## config.mk

```make
export PLATFORM = sky130hd
export DESIGN_NAME = evp_queue
export DESIGN_NICKNAME = d
export VERILOG_FILES = /design/src/hw/rtl/evp_pkg.sv /design/src/hw/rtl/evp_queue.sv
export SDC_FILE = /design/constraint.sdc
export NUM_CORES = 1
export LEC_CHECK = 0
export ABC_AREA = 0
export BUFFER_PORTS_ARGS = -buffer_cell sky130_fd_sc_hd__buf_4
export CAP_MARGIN = 0
export CORE_ASPECT_RATIO = 0.75
export CORE_MARGIN = 2
export CORE_UTILIZATION = 50
export CTS_CLUSTER_SIZE = 14
export DETAILED_ROUTE_END_ITERATION = 8
export PLACE_DENSITY = 0.84
export SYNTH_ARGS = -nofsm -noshare
export SYNTH_HDL_FRONTEND = slang
export SYNTH_SLANG_ARGS = --single-unit
```

## constraint.sdc

```tcl
create_clock -name clk -period 9.4 [get_ports clk]
set_input_delay 0.47 -clock clk [delete_from_list [all_inputs] [get_ports clk]]
set_output_delay 0.47 -clock clk [all_outputs]
set_load 0.02 [all_outputs]
```

## src/hw/rtl/evp_pkg.sv

```systemverilog
// Shared types, constants and helpers for the encoder velocity PID block.
package evp_pkg;

  localparam int INTEGRAL_WIDTH_DEF = 40;
  localparam int QDEPTH = 2;
  localparam int QPTR_W = (QDEPTH > 1) ? $clog2(QDEPTH) : 1;
  localparam int QCNT_W = $clog2(QDEPTH + 1);

  localparam logic [7:0] REG_GAIN_P = 8'd0;
  localparam logic [7:0] REG_GAIN_I = 8'd1;
  localparam logic [7:0] REG_GAIN_D = 8'd2;
  localparam logic [7:0] REG_CPR    = 8'd3;

  localparam logic [15:0] GAIN_P_RST = 16'd1280;
  localparam logic [15:0] GAIN_I_RST = 16'd26;
  localparam logic [15:0] GAIN_D_RST = 16'd51;
  localparam logic [15:0] CPR_RST    = 16'd517;

  localparam logic [25:0] USEC_PER_MIN = 26'd60000000;
  localparam logic signed [16:0] FILT_A = 17'sd27984;
  localparam logic signed [16:0] FILT_B = 17'sd2386;
  localparam logic [40:0] TERM_LIM = 41'h100_0000_0000;
  localparam logic [7:0] PWM_MAX = 8'd255;

  localparam logic [1:0] DIR_STOP = 2'd0;
  localparam logic [1:0] DIR_FWD  = 2'd1;
  localparam logic [1:0] DIR_REV  = 2'd2;

  typedef struct packed {
    logic [15:0] gain_p;
    logic [15:0] gain_i;
    logic [15:0] gain_d;
    logic [15:0] cpr;
  } cfg_t;

  typedef struct packed {
    logic signed [31:0] dc;
    logic [31:0]        dt;
    logic signed [23:0] target;
  } upd_t;

  typedef enum logic [3:0] {
    S_IDLE, S_PREP, S_CHECK, S_DIV, S_RAW, S_FILT_A, S_FILT_B, S_FILT_C,
    S_ERR, S_SUM, S_TP, S_TI, S_TD, S_OUT
  } back_state_t;

  // gain * magnitude, saturated at TERM_LIM
  function automatic logic [40:0] sat_mul(input logic [40:0] mag, input logic [15:0] gain);
    logic [56:0] prod;
    prod = 57'(mag) * 57'(gain);
    return (prod > 57'(TERM_LIM)) ? TERM_LIM : 41'(prod);
  endfunction

endpackage

```

## src/hw/rtl/evp_queue.sv

```systemverilog
// Short FIFO of pending control updates between front and back.
module evp_queue (
  input  logic          clk,
  input  logic          rst,
  input  logic          push,
  input  evp_pkg::upd_t push_data,
  input  logic          pop,
  output logic          full,
  output logic          not_empty,
  output evp_pkg::upd_t head
);
  import evp_pkg::*;

  upd_t              mem [QDEPTH];
  logic [QPTR_W-1:0] wr_ptr;
  logic [QPTR_W-1:0] rd_ptr;
  logic [QCNT_W-1:0] count;

  assign full      = (count == QCNT_W'(QDEPTH));
  assign not_empty = (count != '0);
  assign head      = mem[rd_ptr];

  function automatic logic [QPTR_W-1:0] ptr_inc(input logic [QPTR_W-1:0] p);
    return (p == QPTR_W'(QDEPTH - 1)) ? '0 : p + QPTR_W'(1);
  endfunction

  always_ff @(posedge clk) begin
    if (push) mem[wr_ptr] <= push_data;
  end

  always_ff @(posedge clk) begin
    if (rst) begin
      wr_ptr <= '0;
      rd_ptr <= '0;
      count  <= '0;
    end else begin
      if (push) wr_ptr <= ptr_inc(wr_ptr);
      if (pop)  rd_ptr <= ptr_inc(rd_ptr);
      if (push && !pop)      count <= count + QCNT_W'(1);
      else if (pop && !push) count <= count - QCNT_W'(1);
    end
  end

endmodule

```

# == Word-level counts from Yosys, hierarchy flattened ==
# Memory sizes are Yosys's and may differ from the RTL's. A register that Yosys moved wholly into a read port is not among the register bits.
# Cells that the tools add are included.
# classes
reduce_logical,6
addsub,4
n_mux,8
eq_ne,1
# ops
cell,n
two-way mux 1 bit,6
two-way mux 2 bit,2
nonzero test 2 bit,2
adder 1 bit (second input constant),2
adder 2 x 1 -> 2 bit (second input constant),1
equality test 2 bit (second input constant),1
logical AND 1 bit,2
zero test 1 bit,2
subtractor 2 x 1 -> 2 bit (second input constant),1
# word_totals
elab_cells,23
output_inout_bits,90
ramBits,176
inputBits,92
memories,1
reg_bits,4
# mem_list
name,words,width,rd,rd_ports_with_merged_regs,wr,line,rtl
mem,2,88,1,1,1,evp_queue.sv:14,upd_t mem [QDEPTH];

# == Logic depth before layout (Yosys ltp) ==
# depth
ltp_word,4
depth_mapped,5
mapped_depth_nobuf,5

# == Least setup slack after synthesis ==
# Ideal clock, no wire load.
# synth_timing
kind,in2reg
from,in push
to,mem mem[0][0] in the netlist's numbering (enable)
setup_slack_ps,4545
stages,1
t_required_ps,8854
setup_ps,546
n_path_buf,0
arrival_ps,4310
path_cell_list,nor2b_1
# synth_between
elab_chain_len,2
# synth_rtl
element,line,rtl
from (decl),evp_queue.sv:5,"input logic push,"
two-way mux 1 bit,evp_queue.sv:28,if (push) mem[wr_ptr] <= push_data;
two-way mux 1 bit (implied by the code),evp_queue.sv:28,
to (decl),evp_queue.sv:14,
# Every way passes these cells.

==> impl_metrics.json <==
{
  "result_of_the_run": "complete, no violations",
  "synth_sequential_area_ratio_pct": 81.2,
  "crit_type": "flop to primary output",
  "die_width_um": 137,
  "die_y_um": 104,
  "detailedRoute.firstIterationViolations": 159,
  "ant_nets": 0,
  "largest_family_of_logic_cells_by_synthesized_area": "multiplexers",
  "p_leak_nw": 3.28,
  "grt_util_all_layers_pct": 17.6,
  "cts-root-to-sink-buffers": 2,
  "share_of_post_route_cells_with_drive_strength_above_1_pct": 59.9,
  "post-cts-setup-buffers": 0,
  "setup.worst_path.end_class": "primary output",
  "total_clock_buffers_created_by_cts": 17,
  "row_count": 36,
  "mappedNetlistArea_um2": 6630,
  "powerDensity_nw_per_um2": 211,
  "via_count": 3368,
  "r2r_end": "mem[1][57]",
  "vias_in_the_first_global_route": 3587,
  "grt_pass1_wl_um": 18700,
  "total_switching_power_uw": 424,
  "synthMuxAreaShare_pct": 16.1,
  "worst_r2r_startpoint": "wr_ptr",
  "finalNonFillerCells": 672,
  "pwr-share-seq_pct": 52.7,
  "cp-endpoint": "head[72]",
  "async_set_or_reset_register_ratio_after_synthesis_pct": 0,
  "hold_path.startpoint": "push_data[30]",
  "post-route-period-util_pct": 30.4,
  "tightestPinTransition_ns": 1.19,
  "synth-edff-count": 176,
  "timing.final.setup_violations": 0,
  "fillerInstances": 867,
  "relSlewSlack_pct": 20.9,
  "worst-r2r-cell-count": 2,
  "hold_buffers": 0,
  "drt-vias-per-instance": 5.01,
  "synth.net_count": 389,
  "ios": 182,
  "drv_cap": 0,
  "design.die.area_um2": 14200,
  "synth.distinct_cells": 17,
  "area_growth_syn_to_layout_pct": 30.6,
  "min_cycle_time_layout_ns": 2.86,
  "synthAdderAreaFrac_pct": 0.189,
  "finalHoldViolCount": 0,
  "synthCells": 296,
  "dpl.cell_count": 641,
  "clock.fmax_mhz": 350,
  "synth_ff_type": "sky130_fd_sc_hd__edfxtp_1",
  "cts_tree": "done",
  "layout_commonest_cell": "sky130_fd_sc_hd__buf_4",
  "initial_utilization_pct": 51.1,
  "synth_compound_area_share_pct": 0.151,
  "htreeDepth": 4,
  "synthSimpleGateAreaFrac_pct": 0.698,
  "startpoint_type": "flop",
  "clock_insertion_delay_worst_skew_ns": 0.41,
  "final.setup.tns_ns": 0,
  "hpwlAfterDp_um": 8170,
  "syn-mean-instance-area_um2": 22.4,
  "drv_slew": 0,
  "detail_route.wl_per_cell_um": 18.6,
  "worst_hold_path_type": "input pin to flop",
  "drcViolationCount": 0,
  "vdd.ir_drop.worst_uv": 149,
  "synth.yosys.warnings": 0,
  "cts_root_buffer": "sky130_fd_sc_hd__clkbuf_16",
  "worst_ep_arrival_time_ns": 2.39,
  "clk_pin_slew_ns": 0.06,
  "core_area_um2": 13000,
  "rsz0062_at_grt": "false",
  "layout_common_cells": "sky130_fd_sc_hd__buf_4, sky130_fd_sc_hd__edfxtp_1, sky130_fd_sc_hd__mux2_2",
  "numPortBuffers": 181,
  "sink_count_of_the_clock_tree": 181,
  "globalplace.congestion": 0.735,
  "share_of_total_power_in_the_clock_network_pct": 33.1,
  "ys_ff_latch": 181,
  "finClkSkew_ns": 0.00709,
  "maximum_number_of_pins_on_one_net_before_global_route_repair": 89,
  "power.share.switching_pct": 23.2,
  "cts_resized": 0,
  "diodes_inserted": 0,
  "timing.critical_path.fanout_max": 48,
  "routed_wirelength_um": 12500,
  "grt_antenna_before_repair": 0,
  "p_int_mw": 1.40,
  "fraction_of_synthesized_cell_area_in_xor_and_xnor_cells_pct": 0.528,
  "cp_data_required_time_ns": 8.93,
  "regToRegSetupSlack_ns": 7.47,
  "grt_overflow": 0,
  "dr.pass1.iters": 4,
  "share_comb_of_total_power_pct": 14.2,
  "finish.net_count": 582
}
cells in the mapped netlist, types with 2 or more instances:
cell type	number	share of area, %
sky130_fd_sc_hd__dfxtp_1	5	1.5
sky130_fd_sc_hd__buf_6	4	0.68
sky130_fd_sc_hd__nor2b_1	2	0.19
sky130_fd_sc_hd__mux2_4	20	4.5
sky130_fd_sc_hd__buf_2	6	0.45
sky130_fd_sc_hd__xor2_1	2	0.26
sky130_fd_sc_hd__edfxtp_1	176	80
sky130_fd_sc_hd__mux2_2	68	12
sky130_fd_sc_hd__nor2_1	4	0.23
sky130_fd_sc_hd__xnor2_1	2	0.26
cell families (layout without fill, tap and decap cells):
group,after synthesis,in the layout
buf+inv,11,216
mux,88,88
xor+xnor,4,4
flops,181,181
fa+ha+maj,1,1
simple gates,9,9
compound gates,2,2
power groups by stage:
stage	Combinational, mW	Clock (mW)	Sequential (mW)
floorplan	0.154	0	0.972
global placement	0.256	0	0.976
detailed placement	0.263	0	0.980
CTS	0.264	0.620	0.963
global route	0.276	0.647	0.967
finish	0.260	0.605	0.962
through the flow:
step	setup WS, ns	hold WS, ns	power, mW	area [um^2]	util, %
finish	6.54	0.238	1.83	8670	66.8
global route	6.40	0.214	1.89	8670	66.8
floorplan	4.54	0.456	1.13	6630	-
CTS	6.46	0.218	1.85	8670	66.8
global placement	6.93	0.472	1.23	8170	63.0
detailed placement	6.92	0.523	1.24	8170	63.0
critical path, cell delays in order (launching register included):
cell	delay, ns
sky130_fd_sc_hd__dfxtp_4	0.70
sky130_fd_sc_hd__buf_4	0.65
sky130_fd_sc_hd__mux2_2	0.41
sky130_fd_sc_hd__buf_4	0.15
worst min-delay path by stage:
stage	to	depth (start not counted)
finish	mem[1][30]	1
CTS	mem[0][30]	1
floorplan	count[1]	2
detailed placement	flop	2
global placement	count[1]	2
global route	mem[0][38]	1
sequential cells by signal, summed over array words and instances, names as in the netlist, named ones only:
name	flops
mem	176
count	2
rd_ptr	1
wr_ptr	1
per-layer routing:
layer / vias to the layer above / wire length, um / share of wire [%] / GRT usage, %
met5: - / 0 / 0 / 0
met4: 0 / 65 / 0.52 / 5.30
met3: 6 / 1270 / 10 / 7.29
met2: 143 / 6250 / 50 / 29.0
met1: 1666 / 4910 / 39 / 21.3
li1: 1553 / - / - / -
layout make-up:
| cell class | instances | area, um^2 | area share, % |
|---|---|---|---|
| sequential | 181 | 5390 | 62.2 |
| inverter | 1 | 3.75 | 0.0433 |
| tap | 171 | 214 | 2.47 |
| clock inverter | 11 | 62.6 | 0.722 |
| multi-input combinational | 104 | 1180 | 13.6 |
| clock buffer | 20 | 437 | 5.04 |
| timing repair buffer | 184 | 1380 | 15.9 |
No activity file was read; power rests on OpenSTA's default activity.
