<file path="src/hw/rtl/evp_pkg.sv">
// Shared types, constants and helpers for the encoder velocity PID block.
package evp_pkg;

  localparam int INTEGRAL_WIDTH_DEF = 40;
  localparam int QDEPTH = 2;
  localparam int QPTR_W = (QDEPTH > 1) ? $clog2(QDEPTH) : 1;
  localparam int QCNT_W = $clog2(QDEPTH + 1);

  localparam logic [7:0] REG_GAIN_P = 8'd0;
  localparam logic [7:0] REG_GAIN_I = 8'd1;
  localparam logic [7:0] REG_GAIN_D = 8'd2;
  localparam logic [7:0] REG_CPR    = 8'd3;

  localparam logic [15:0] GAIN_P_RST = 16'd1280;
  localparam logic [15:0] GAIN_I_RST = 16'd26;
  localparam logic [15:0] GAIN_D_RST = 16'd51;
  localparam logic [15:0] CPR_RST    = 16'd517;

  localparam logic [25:0] USEC_PER_MIN = 26'd60000000;
  localparam logic signed [16:0] FILT_A = 17'sd27984;
  localparam logic signed [16:0] FILT_B = 17'sd2386;
  localparam logic [40:0] TERM_LIM = 41'h100_0000_0000;
  localparam logic [7:0] PWM_MAX = 8'd255;

  localparam logic [1:0] DIR_STOP = 2'd0;
  localparam logic [1:0] DIR_FWD  = 2'd1;
  localparam logic [1:0] DIR_REV  = 2'd2;

  typedef struct packed {
    logic [15:0] gain_p;
    logic [15:0] gain_i;
    logic [15:0] gain_d;
    logic [15:0] cpr;
  } cfg_t;

  typedef struct packed {
    logic signed [31:0] dc;
    logic [31:0]        dt;
    logic signed [23:0] target;
  } upd_t;

  typedef enum logic [3:0] {
    S_IDLE, S_PREP, S_CHECK, S_DIV, S_RAW, S_FILT_A, S_FILT_B, S_FILT_C,
    S_ERR, S_SUM, S_TP, S_TI, S_TD, S_OUT
  } back_state_t;

  // gain * magnitude, saturated at TERM_LIM
  function automatic logic [40:0] sat_mul(input logic [40:0] mag, input logic [15:0] gain);
    logic [56:0] prod;
    prod = 57'(mag) * 57'(gain);
    return (prod > 57'(TERM_LIM)) ? TERM_LIM : 41'(prod);
  endfunction

endpackage

</file>
<file path="src/hw/rtl/evp_front.sv">
// Front end: input channel, encoder count, update snapshots and config registers.
module evp_front (
  input  logic                clk,
  input  logic                rst,
  input  logic                in_valid,
  output logic                in_stall,
  input  logic                action,
  input  logic                tick_up,
  input  logic signed [23:0]  target_speed,
  input  logic [31:0]         time_now_us,
  input  logic                cfg_valid,
  output logic                cfg_ready,
  input  logic [7:0]          cfg_index,
  input  logic [15:0]         cfg_data,
  input  logic                q_full,
  output logic                push,
  output evp_pkg::upd_t       push_data,
  output evp_pkg::cfg_t       cfg
);
  import evp_pkg::*;

  logic [31:0] encoder_count;
  logic [31:0] count_at_last;
  logic [31:0] time_at_last;
  logic        accept;

  assign in_stall  = q_full;
  assign cfg_ready = 1'b1;
  assign accept    = in_valid && !q_full;
  assign push      = accept && action;

  assign push_data.dc     = signed'(encoder_count - count_at_last);
  assign push_data.dt     = time_now_us - time_at_last;
  assign push_data.target = target_speed;

  always_ff @(posedge clk) begin
    if (rst) begin
      encoder_count <= '0;
      count_at_last <= '0;
      time_at_last  <= '0;
    end else if (accept) begin
      if (!action) begin
        encoder_count <= tick_up ? encoder_count + 32'd1 : encoder_count - 32'd1;
      end else begin
        count_at_last <= encoder_count;
        time_at_last  <= time_now_us;
      end
    end
  end

  always_ff @(posedge clk) begin
    if (rst) begin
      cfg.gain_p <= GAIN_P_RST;
      cfg.gain_i <= GAIN_I_RST;
      cfg.gain_d <= GAIN_D_RST;
      cfg.cpr    <= CPR_RST;
    end else if (cfg_valid && cfg_ready) begin
      unique case (cfg_index)
        REG_GAIN_P: if (cfg_data != '0) cfg.gain_p <= cfg_data;
        REG_GAIN_I: cfg.gain_i <= cfg_data;
        REG_GAIN_D: cfg.gain_d <= cfg_data;
        REG_CPR:    if (cfg_data != '0) cfg.cpr <= cfg_data;
        default: ;
      endcase
    end
  end

endmodule

</file>
<file path="config.mk">
export PLATFORM = sky130hd
export DESIGN_NAME = evp_front
export DESIGN_NICKNAME = d
export VERILOG_FILES = /design/src/hw/rtl/evp_pkg.sv /design/src/hw/rtl/evp_front.sv
export SDC_FILE = /design/constraint.sdc
export NUM_CORES = 1
export LEC_CHECK = 0
export BUFFER_PORTS_ARGS = -buffer_cell sky130_fd_sc_hd__clkbuf_2
export CORE_ASPECT_RATIO = 1.75
export CORE_MARGIN = 3
export CORE_UTILIZATION = 50
export CTS_CLUSTER_DIAMETER = 50
export DETAILED_ROUTE_END_ITERATION = 7
export PLACE_DENSITY = 0.82
export SLEW_MARGIN = 20
export SYNTH_ARGS = -nofsm -noshare
export SYNTH_HDL_FRONTEND = slang
export SYNTH_SLANG_ARGS = --single-unit
export TNS_END_PERCENT = 100
</file>
<file path="constraint.sdc">
create_clock -name clk -period 3.7 [get_ports clk]
set_input_delay 0.37 -clock clk [delete_from_list [all_inputs] [get_ports clk]]
set_output_delay 0.37 -clock clk [all_outputs]
set_load 0.1 [all_outputs]
</file>
== After elaboration in Yosys (flattened, before gate mapping) ==
Cells that the tools add are included.

* Bits in registers: 160
* Bits of input ports: 87
* Output and inout port bits: 155
* Logic and storage cells: 27

* Add/sub/neg operators: 4
* Equality and inequality tests: 3
* Mux-type cells: 1
* Bitwise operators: 1
* Reduce and logical (&&, ||, !) cells: 11

{| class="wikitable"
|+ Operator list
! kind !! count
|-
| 32-bit subtractor || 2
|-
| 32-bit by 1-bit adder with 32-bit output, second input constant || 1
|-
| 32-bit two-way mux || 1
|-
| 32-bit by 1-bit subtractor with 32-bit output, second input constant || 1
|-
| 8-bit by 2-bit == test with 1-bit output, second input constant || 2
|-
| 16-bit nonzero test || 1
|-
| 8-bit by 1-bit == test with 1-bit output, second input constant || 1
|-
| 8-bit logical NOT || 1
|-
| 2-bit AND reduction || 4
|-
| 3-bit AND reduction || 2
|-
| 1-bit logical AND || 2
|-
| 1-bit logical NOT || 1
|-
| 1-bit inverter || 1
|}

== Logic depth before layout (Yosys ltp) ==
* Depth in word-level cells: 3
* Gate-level depth with buffers: 12
* Depth with buffers taken out: 12

== Worst setup path before layout ==
OpenSTA, ideal clock, no wires.

* Kind: flip-flop to output port
* From: register encoder_count[0]
* To: output port push_data[86] in the netlist's numbering
* Data arrival time: 4.551 ns
* Data required time: 3.330 ns
* Setup slack: -1.221 ns
* Stages on the path, launching flop included: 12
* Path buffers: 0
* Path through: dfxtp_1 inv_1 ha_1 fa_1 nand2b_1 a21oi_1 o21ai_0 a21oi_1 a21oi_2 o21bai_1 a21oi_1 a311oi_1

{| class="wikitable"
|+ RTL lines
! element !! RTL line !! RTL
|-
| start: declaration || evp_front.sv:22 || <nowiki>logic [31:0] encoder_count;</nowiki>
|-
| start signal: assignment || evp_front.sv:43 || <nowiki>encoder_count <= tick_up ? encoder_count + 32'd1 : encoder_count - 32'd1;</nowiki>
|-
| end: declaration || evp_front.sv:17 || <nowiki>output evp_pkg::upd_t push_data,</nowiki>
|}

==> flow_summary.yaml <==
worst_hold_path:
  timing.hold.worst.class: "in2reg"
drt:
  route.vias.total: 10900
  route.detailed.wl_per_inst_microns: 16.2
  antenna_left: 0
  drt_iter0_drc: 716
  post-route-drc-count: 0
  finalWirelength_microns: 30700
  post_drt_via_cell_ratio: 5.74
  dr.pass1.iters: 6
die:
  floorplan.initialDensity_pct: 51.3
  dieArea_sq_mm: 0.0235
  die-width_microns: 117
  fp-row-count: 70
  ioPinCount: 242
  coreArea_sq_mm: 0.0211
  die-height_microns: 201
final_layout:
  fillerInstances: 1732
  syn2layout_area_growth_pct: 24.4
  most_used_cells_in_the_layout_excluding_fill_and_tap_cells: "sky130_fd_sc_hd__nand2_1 (330), sky130_fd_sc_hd__a21oi_1 (211), sky130_fd_sc_hd__clkbuf_2 (161)"
  nets: 1783
  fin_util_pct: 63.8
  post_route_cells_drive_above_1_share_pct: 21.4
  most_common_cell_after_layout_fill_and_taps_aside: "sky130_fd_sc_hd__nand2_1"
  n_antenna_cell: 0
critical_path:
  reg2regPathDepth: 11
  critical_path.startpoint_type: "flop"
  crit_buf_inv: 3
  timing.critical_path.depth: 12
  worstPathCellList: "inv_1 -> ha_1 -> nor2b_1 -> o31ai_2 -> a21oi_2 -> a221o_1 -> a31oi_4 -> buf_4 -> o21ai_1 -> a21oi_1 -> xnor2_1 -> bufbuf_16"
  setup.reg_to_reg.worst_slack_ns: 0.62
  rr_endpoint: "encoder_count[30]"
  cp-end-kind: "primary output"
  cp_data_arrival_time_ns: 3.26
  critical-path-slowest-cell: "sky130_fd_sc_hd__a221o_1"
  timing.setup.critical_path_class: "reg2out"
  worst_ep_required_time_ns: 3.33
  worst_r2r_startpoint: "encoder_count[0]"
  timing.critical_path.to: "push_data[41]"
  critical_path.startpoint: "time_at_last[1]"
  cp_top_family: "compound AO/OA/AOI/OAI gates"
  critPathMaxFanout: 3
  critical-path-max-stage-delay_ns: 0.41
timing:
  slew_headroom_pct: 26.3
  setup_viol_count_final: 0
  clock_period_minus_worst_slack_ns: 3.63
  fin_worst_skew_ns: 0.00570
  post-route-worst-setup-slack_ns: 0.0678
  clock.fmax_ghz: 0.275
  finalCritPeriodShare_pct: 98.2
  final-hold-violation-count: 0
  final.setup.tns_ns: 0
  timing_worst_slew_pin_value_ns: 1.08
  setup_repair_after_global_routing_missed_its_margin: "true"
  report.final.slew_viol_count: 0
global_routing:
  track_usage_pct: 25.1
  grt_pass1_vias: 10800
  grt_antenna_before_repair: 0
  overflow: 0
  wire_length_of_the_first_global_routing_pass_microns: 48700
  grt_start_max_net_pins: 92
logic_synthesis:
  synth_top_area_share_pct: 29.6
  synth.avg_cell_area_sq_um: 7.37
  syn-instance-count: 1469
  yosys-top-cells-area: "sky130_fd_sc_hd__dfxtp_1 (30%), sky130_fd_sc_hd__nand2_1 (11%), sky130_fd_sc_hd__ha_1 (11%)"
  syn-cell-area_sq_mm: 0.0108
  postSynthNetCount: 1651
  ys_ff_latch: 160
  synth_top_cell_by_area: "sky130_fd_sc_hd__dfxtp_1"
  synth_seq_area_share_pct: 29.6
  synthDistinctLibCells: 64
  synth-async-reset-ratio_pct: 0
  synth.yosys.warnings: 0
  ys_dominant_reg_cell: "sky130_fd_sc_hd__dfxtp_1"
  synth-edff-count: 0
cts:
  htree_num_levels: 4
  number_of_sinks_handled_by_clock_tree_synthesis: 160
  cts_hold_repair.buffers: 0
  cts_buffer_depth: 2
  cts_root_cell: "sky130_fd_sc_hd__clkbuf_16"
  cts.reportedPaths.clkPinSlew_ns: 0.07
  clock_latency_late_sink_ns: 0.43
  tritoncts: "built"
  cts_inserted_buffers: 17
pwr:
  vdd_drop_max_mv: 0.312
  p_per_area_mw_per_mm2: 509
  net-switching-power_mw: 3.04
  internal_power_mw: 3.82
  net_switching_share_of_the_total_power_pct: 44.3
  pwr-share-seq_pct: 26.0
  p_leak_nw: 5.66
  clock_power_share_pct: 27.7
  total_power_mw: 6.87
  power.share.combinational_pct: 46.3
placed_design:
  place.detailed.hpwl_microns: 22100
  globalplace.congestion: 1.07
  buffer_ports.inserted: 192
  pre_cts_slack_ns: 0.0715
status:
  outcome: "finished, final reports clean"
job:
  max_cap_viols: 0
metrics by stage:
stage                     hold WS (ns)  std cells  area [sq um]
after global placement           0.437       1861         12400
final                            0.171       1902         13500
after global routing             0.174       1902         13500
after floorplan                  0.436       1469         11000
after CTS                        0.148       1898         13200
after detailed placement         0.446       1861         12400
cell type report:
type	instances	area, sq um	share of cell area, %
Multi-Input combinational cell	1126	7420	55.0
Inverter	83	312	2.31
Tap cell	288	360	2.67
Timing Repair Buffer	213	1540	11.4
Clock inverter	14	191	1.42
Sequential cell	160	3210	23.9
Clock buffer	18	439	3.26
layer usage:
| metal | track usage, % | part of all wire, % |
|---|---|---|
| met3 | 4.80 | 5.9 |
| met1 | 24.7 | 36 |
| met4 | 14.6 | 4.9 |
| met5 | 0 | 0 |
| met2 | 46.5 | 53 |
power by group through the flow:
stage / registers, mW / clock network, mW / logic (mW)
finish: 1.78 / 1.90 / 3.18
global route: 1.79 / 1.99 / 3.31
detailed placement: 1.82 / 0 / 2.99
global placement: 1.82 / 0 / 2.96
floorplan: 1.82 / 0 / 2.34
CTS: 1.78 / 1.94 / 3.07
worst register-to-register path, delay by kind of cell (launching register included):
| kind | cells | cell delay, ns |
|---|---|---|
| AO/OA/AOI/OAI | 7 | 1.84 |
| adder cells (fa/ha/maj) | 1 | 0.43 |
| buffers and inverters | 1 | 0.09 |
| flip-flops | 1 | 0.37 |
| AND/OR/NAND/NOR | 2 | 0.26 |
state kept, by name (all words and copies together), names as in the netlist:
name	flops
time_at_last	32
cfg	64
count_at_last	32
encoder_count	32
synthesized netlist by cell type (17+ instances only):
cell type                  instances
sky130_fd_sc_hd__o21ai_0          50
sky130_fd_sc_hd__inv_1            83
sky130_fd_sc_hd__xnor2_1          53
sky130_fd_sc_hd__nand4_1          22
sky130_fd_sc_hd__o21a_1           18
sky130_fd_sc_hd__a21oi_1         222
sky130_fd_sc_hd__ha_1             92
sky130_fd_sc_hd__dfxtp_1         160
sky130_fd_sc_hd__clkbuf_1         64
sky130_fd_sc_hd__a21o_1           46
sky130_fd_sc_hd__nand3b_1         17
sky130_fd_sc_hd__nor2_1           54
sky130_fd_sc_hd__buf_4            26
sky130_fd_sc_hd__nand2_1         330
sky130_fd_sc_hd__xor2_1           27
cells by family after synthesis:
group                      share of synthesized area (%)
and+or+nand+nor                                     22.1
other                                             0.0346
adders and majority gates                           11.2
buffers and inverters                               7.29
muxes                                             0.0924
DFF                                                 29.6
xor gates and xnor gates                            6.47
AOI/OAI and AO/OA                                   23.3
worst min-delay path by stage:
stage / start / to / slack, ns / cells after the start
final: time_now_us[0] / time_at_last[0] / 0.17 / 3
after global placement: cfg[50] / cfg[50] / 0.44 / 2
after CTS: time_now_us[0] / time_at_last[0] / 0.15 / 3
after detailed placement: count_at_last[11] / count_at_last[11] / 0.45 / 2
after floorplan: count_at_last[10] / count_at_last[10] / 0.44 / 2
after global routing: time_now_us[0] / time_at_last[0] / 0.17 / 3
timing repair:
action                     4_1_cts  5_1_grt
setup endpoints to repair       21       22
resized for setup               35       52
pin swaps                        7       22
hold endpoints to repair         0        0
buffers inserted                 5        4
Power figures use the tool's default switching activity.
